==> src/rtl/sdofq_pkg.sv <==
package sdofq_pkg;

  localparam int SLOT_COUNT_DEF = 64;
  localparam int CAP_RESET      = 12;
  localparam int PAYLOAD_W      = 64;
  localparam int CAP_W          = 7;
  localparam int COUNT_W        = 7;

  localparam logic [1:0] ACT_PUSH  = 2'd0;
  localparam logic [1:0] ACT_POP   = 2'd1;
  localparam logic [1:0] ACT_TAKE  = 2'd2;
  localparam logic [1:0] ACT_CLEAR = 2'd3;

  localparam logic [2:0] RK_ACCEPTED     = 3'd0;
  localparam logic [2:0] RK_OUT_OF_ORDER = 3'd1;
  localparam logic [2:0] RK_RETURNED     = 3'd2;
  localparam logic [2:0] RK_EMPTY        = 3'd3;
  localparam logic [2:0] RK_CLEARED      = 3'd4;

  typedef struct packed {
    logic [1:0]           action;
    logic [31:0]          src_id;
    logic [31:0]          epoch;
    logic [63:0]          seq;
    logic                 reserved_nonzero;
    logic [PAYLOAD_W-1:0] payload;
  } in_req_t;

  typedef struct packed {
    logic [2:0]           result_kind;
    logic [31:0]          out_src_id;
    logic [31:0]          out_epoch;
    logic [63:0]          out_seq;
    logic [PAYLOAD_W-1:0] out_payload;
    logic [63:0]          out_gen;
    logic [COUNT_W-1:0]   fill_level;
    logic [COUNT_W-1:0]   entries_dropped;
    logic                 epoch_restart;
    logic                 reserved_warned;
    logic [63:0]          drop_total;
    logic [63:0]          out_of_order_total;
  } out_res_t;

  typedef struct packed {
    logic load;    // latch request and read the slot memory
    logic cfg_wr;  // apply a capacity write
    logic commit;  // execute the latched request and load the result register
  } ctrl_cmd_t;

endpackage

==> src/rtl/sdofq_ctrl.sv <==
module sdofq_ctrl (
  input  logic                 clk,
  input  logic                 rst_n,
  input  logic                 in_valid,
  output logic                 in_ready,
  input  logic                 cfg_valid,
  output logic                 cfg_ready,
  output logic                 out_valid,
  input  logic                 out_ready,
  output sdofq_pkg::ctrl_cmd_t cmd
);
  import sdofq_pkg::*;

  typedef enum logic {S_IDLE, S_EXEC} state_t;

  state_t state_r, state_nxt;
  logic   out_valid_r, out_valid_nxt;

  always_comb begin
    cmd           = '0;
    state_nxt     = state_r;
    out_valid_nxt = out_valid_r;
    cfg_ready     = 1'b0;
    in_ready      = 1'b0;
    if (out_ready) begin
      out_valid_nxt = 1'b0;
    end
    case (state_r)
      S_IDLE: begin
        // configuration writes take priority over requests
        cfg_ready  = 1'b1;
        in_ready   = !cfg_valid;
        cmd.cfg_wr = cfg_valid;
        cmd.load   = in_valid && !cfg_valid;
        if (cmd.load) begin
          state_nxt = S_EXEC;
        end
      end
      S_EXEC: begin
        // hold until the result register is free
        if (!out_valid_r || out_ready) begin
          cmd.commit    = 1'b1;
          out_valid_nxt = 1'b1;
          state_nxt     = S_IDLE;
        end
      end
      default: begin
        state_nxt = S_IDLE;
      end
    endcase
  end

  always_ff @(posedge clk) begin
    if (!rst_n) begin
      state_r     <= S_IDLE;
      out_valid_r <= 1'b0;
    end else begin
      state_r     <= state_nxt;
      out_valid_r <= out_valid_nxt;
    end
  end

  assign out_valid = out_valid_r;

endmodule

==> config.mk <==
export PLATFORM = sky130hd
export DESIGN_NAME = sdofq_ctrl
export DESIGN_NICKNAME = d
export VERILOG_FILES = /design/src/rtl/sdofq_pkg.sv /design/src/rtl/sdofq_ctrl.sv
export SDC_FILE = /design/constraint.sdc
export NUM_CORES = 1
export LEC_CHECK = 0
export ABC_AREA = 0
export ABC_CLOCK_PERIOD_IN_PS = 1500
export BUFFER_PORTS_ARGS = -buffer_cell sky130_fd_sc_hd__buf_4
export CAP_MARGIN = 20
export CORE_AREA = 5 5 42 44
export DETAILED_ROUTE_END_ITERATION = 10
export DIE_AREA = 0 0 47 49
export PLACE_DENSITY = 0.34
export SYNTH_ARGS = -nofsm -noshare
export SYNTH_HDL_FRONTEND = slang
export SYNTH_SLANG_ARGS = --single-unit
export TNS_END_PERCENT = 30
==> constraint.sdc <==
create_clock -name clk -period 1.5 [get_ports clk]
set_input_delay 0 -clock clk [delete_from_list [all_inputs] [get_ports clk]]
set_output_delay 0 -clock clk [all_outputs]
set_load 0.03 [all_outputs]
==> flow_summary.ini <==
[timing]
slew_violations = 0
setup_tns_ns = 0
setup_ws_ns = 0.478
slew_headroom_pct = 85.4
rsz0062_at_grt = false
finClkSkew_ns = 0.00129
min_period_over_period_pct = 68.1
whs_ns = 0.0152
finalHoldViolations = 0
worst_slew_pin_slew_ns = 0.219
max_freq_mhz = 978
finalCriticalPeriod_ns = 1.02
finalSetupViolations = 0

[die]
core_um2 = 1400
dieArea_um2 = 2300
initial_utilization_pct = 7.59
ioPinCount = 11
row_count = 14
die_w_um = 47
die_y_um = 49

[yosys]
synthTopCellsByArea = dfxtp_1 (38%), a21boi_2 (11%), and2b_2 (8.2%), o32ai_1 (8.2%), and2_2 (7.1%)
yosysSeqAreaShare_pct = 37.6
synthDistinctLibCells = 10
synth-warning-count = 0
synth-seq-cells = 2
synth_area_um2 = 106
synth_nets = 17
synthCells = 12
synth_top_area_cell = dfxtp_1
netlist.area_leader.share_pct = 37.6
avgSynthCellArea_um2 = 8.86

[setup_path]
cp_data_arrival_time_ns = 1.02
cp.required_ns = 1.50
crit_chain = and2b_2 > buf_4
rr_startpoint = state_r$_SDFF_PN0_
r2r_slack_ns = 0.79
critical-path-slowest-cell = dfxtp_1
crit_fanout = 6
cp-end-kind = output pin
crit_family = flip-flops
worstRegToRegCells = 1
r2r-end = state_r$_SDFF_PN0_
slowest_delay_ns = 0.40
worstSetupPathType = reg2out
worst_setup_path_start_kind = flip-flop
path_buf_inv = 1
cp.depth = 2

[final_layout]
syn2layout_area_growth_pct = 111
fin_area_um2 = 224
fin_util_pct = 16.0
drive_above_1_share_pct = 68.0
fin_nets = 32
antenna_cells = 0
stdcell_count = 41

[drt]
wl_per_cell_um = 8.78
drt-vias-per-instance = 3.10
firstDrtPassIters = 2
top_layer_used = met3
vias = 127
wirelength_um = 360
wl_met1_um = 164
ant_nets = 0
drc_errors = 0
drtIter0Drc = 3
wl_met3_um = 96
dr_wl_met2_um = 99

[pwr]
clkPwrFrac_pct = 51.6
p_int_mw = 0.167
power.density_nw_per_um2 = 1010
peakVddDrop_mv = 0.246
pwr-share-comb_pct = 22.7
power.switching_mw = 0.0588
pwr-share-seq_pct = 25.7
sw_frac_of_total_pct = 26.0
total_power_mw = 0.226
p_leak_nw = 0.100

[cts]
hold_buffers = 0
clk_pin_slew_ns = 0.03
clk_latency_ns = 0.22
post_cts_resized = 0
cts_root_buf = clkbuf_4
cts_buffer_depth = 2
cts_tree = built
cts_sinks = 2
cts_buffers = 3
post_cts_buffers = 0
cts_max_level = 1

[placement]
pre_cts_slack_ns = 0.703
io_buffers = 10
dpl-instance-area_um2 = 201
dp.cells = 38
gp_congestion = 0.756

[status]
status = completed

[grt]
grt_pass1_wl_um = 579
grt_max_degree = 7
overflow = 0
grt_usage_pct = 4.29
grt_pass1_vias = 145
antenna_found_initial = 0

[hold_path]
min_path_cells = 2
min-delay-start = cfg_valid
hold_class = in2reg
hold_end = state_r$_SDFF_PN0_

[flow_run]
max_cap_violations = 0
-- state kept, by name, indices dropped and copies added, names as in the netlist --
register and flops:
state_r 1, out_valid 1
-- synth_stat cells --
cell	count
and2_2	1
dfxtp_1	2
o32ai_1	1
a21boi_2	1
nor2_2	1
nand2b_1	1
inv_1	1
and2_1	1
and2b_2	1
nand2_1	2
-- cell families (layout without fill, tap and decap cells) --
kind of cell | count (synthesis) | count (layout) | share of synthesized area, %
compound gates | 2 | 2 | 18.8
flops | 2 | 2 | 37.6
buf+inv | 1 | 14 | 3.53
simple gates | 7 | 7 | 40.0
-- power groups by stage --
stage / logic (mW) / registers [mW] / clock network [mW]
2_1_floorplan: 0.0257 / 0.0605 / 0
3_3_place_gp: 0.0517 / 0.0587 / 0
3_5_place_dp: 0.0520 / 0.0588 / 0
4_1_cts: 0.0521 / 0.0581 / 0.127
5_1_grt: 0.0554 / 0.0586 / 0.129
6_report: 0.0513 / 0.0581 / 0.117
-- worst max path at each step --
stage,slack (ns),to,from
after floorplan,0.53,cmd[2],state_r$_SDFF_PN0_
after global placement,0.72,cmd[1],state_r$_SDFF_PN0_
after detailed placement,0.70,cmd[1],state_r$_SDFF_PN0_
after CTS,0.46,cmd[1],state_r$_SDFF_PN0_
after global routing,0.42,cmd[1],state_r$_SDFF_PN0_
final,0.48,cmd[1],state_r$_SDFF_PN0_
-- routing by layer --
layer / track usage, % / vias to the layer above
li1: - / 66
met1: 4.16 / 50
met2: 3.62 / 11
met3: 6.27 / 0
met4: 4.15 / 0
met5: 0 / -
-- cell type report --
class / count / area, µm²
fillers: 168 / 1180
repair buffers: 10 / 75.1
multi-input cells: 9 / 62.6
flip-flops and latches: 2 / 40.0
clock buffers: 3 / 22.5
well taps: 16 / 20.0
inverters: 1 / 3.75
-- cell usage in the layout, fill, tap and decap left out --
cell	Yosys	final
a21boi_2	1	1
nor2_2	1	1
buf_4	0	10
nand2_1	2	2
and2b_2	1	1
clkbuf_4	0	3
dfxtp_1	2	2
and2_1	1	1
nand2b_1	1	1
o32ai_1	1	1
and2_2	1	1
inv_1	1	1
Power figures use the tool's default switching activity.
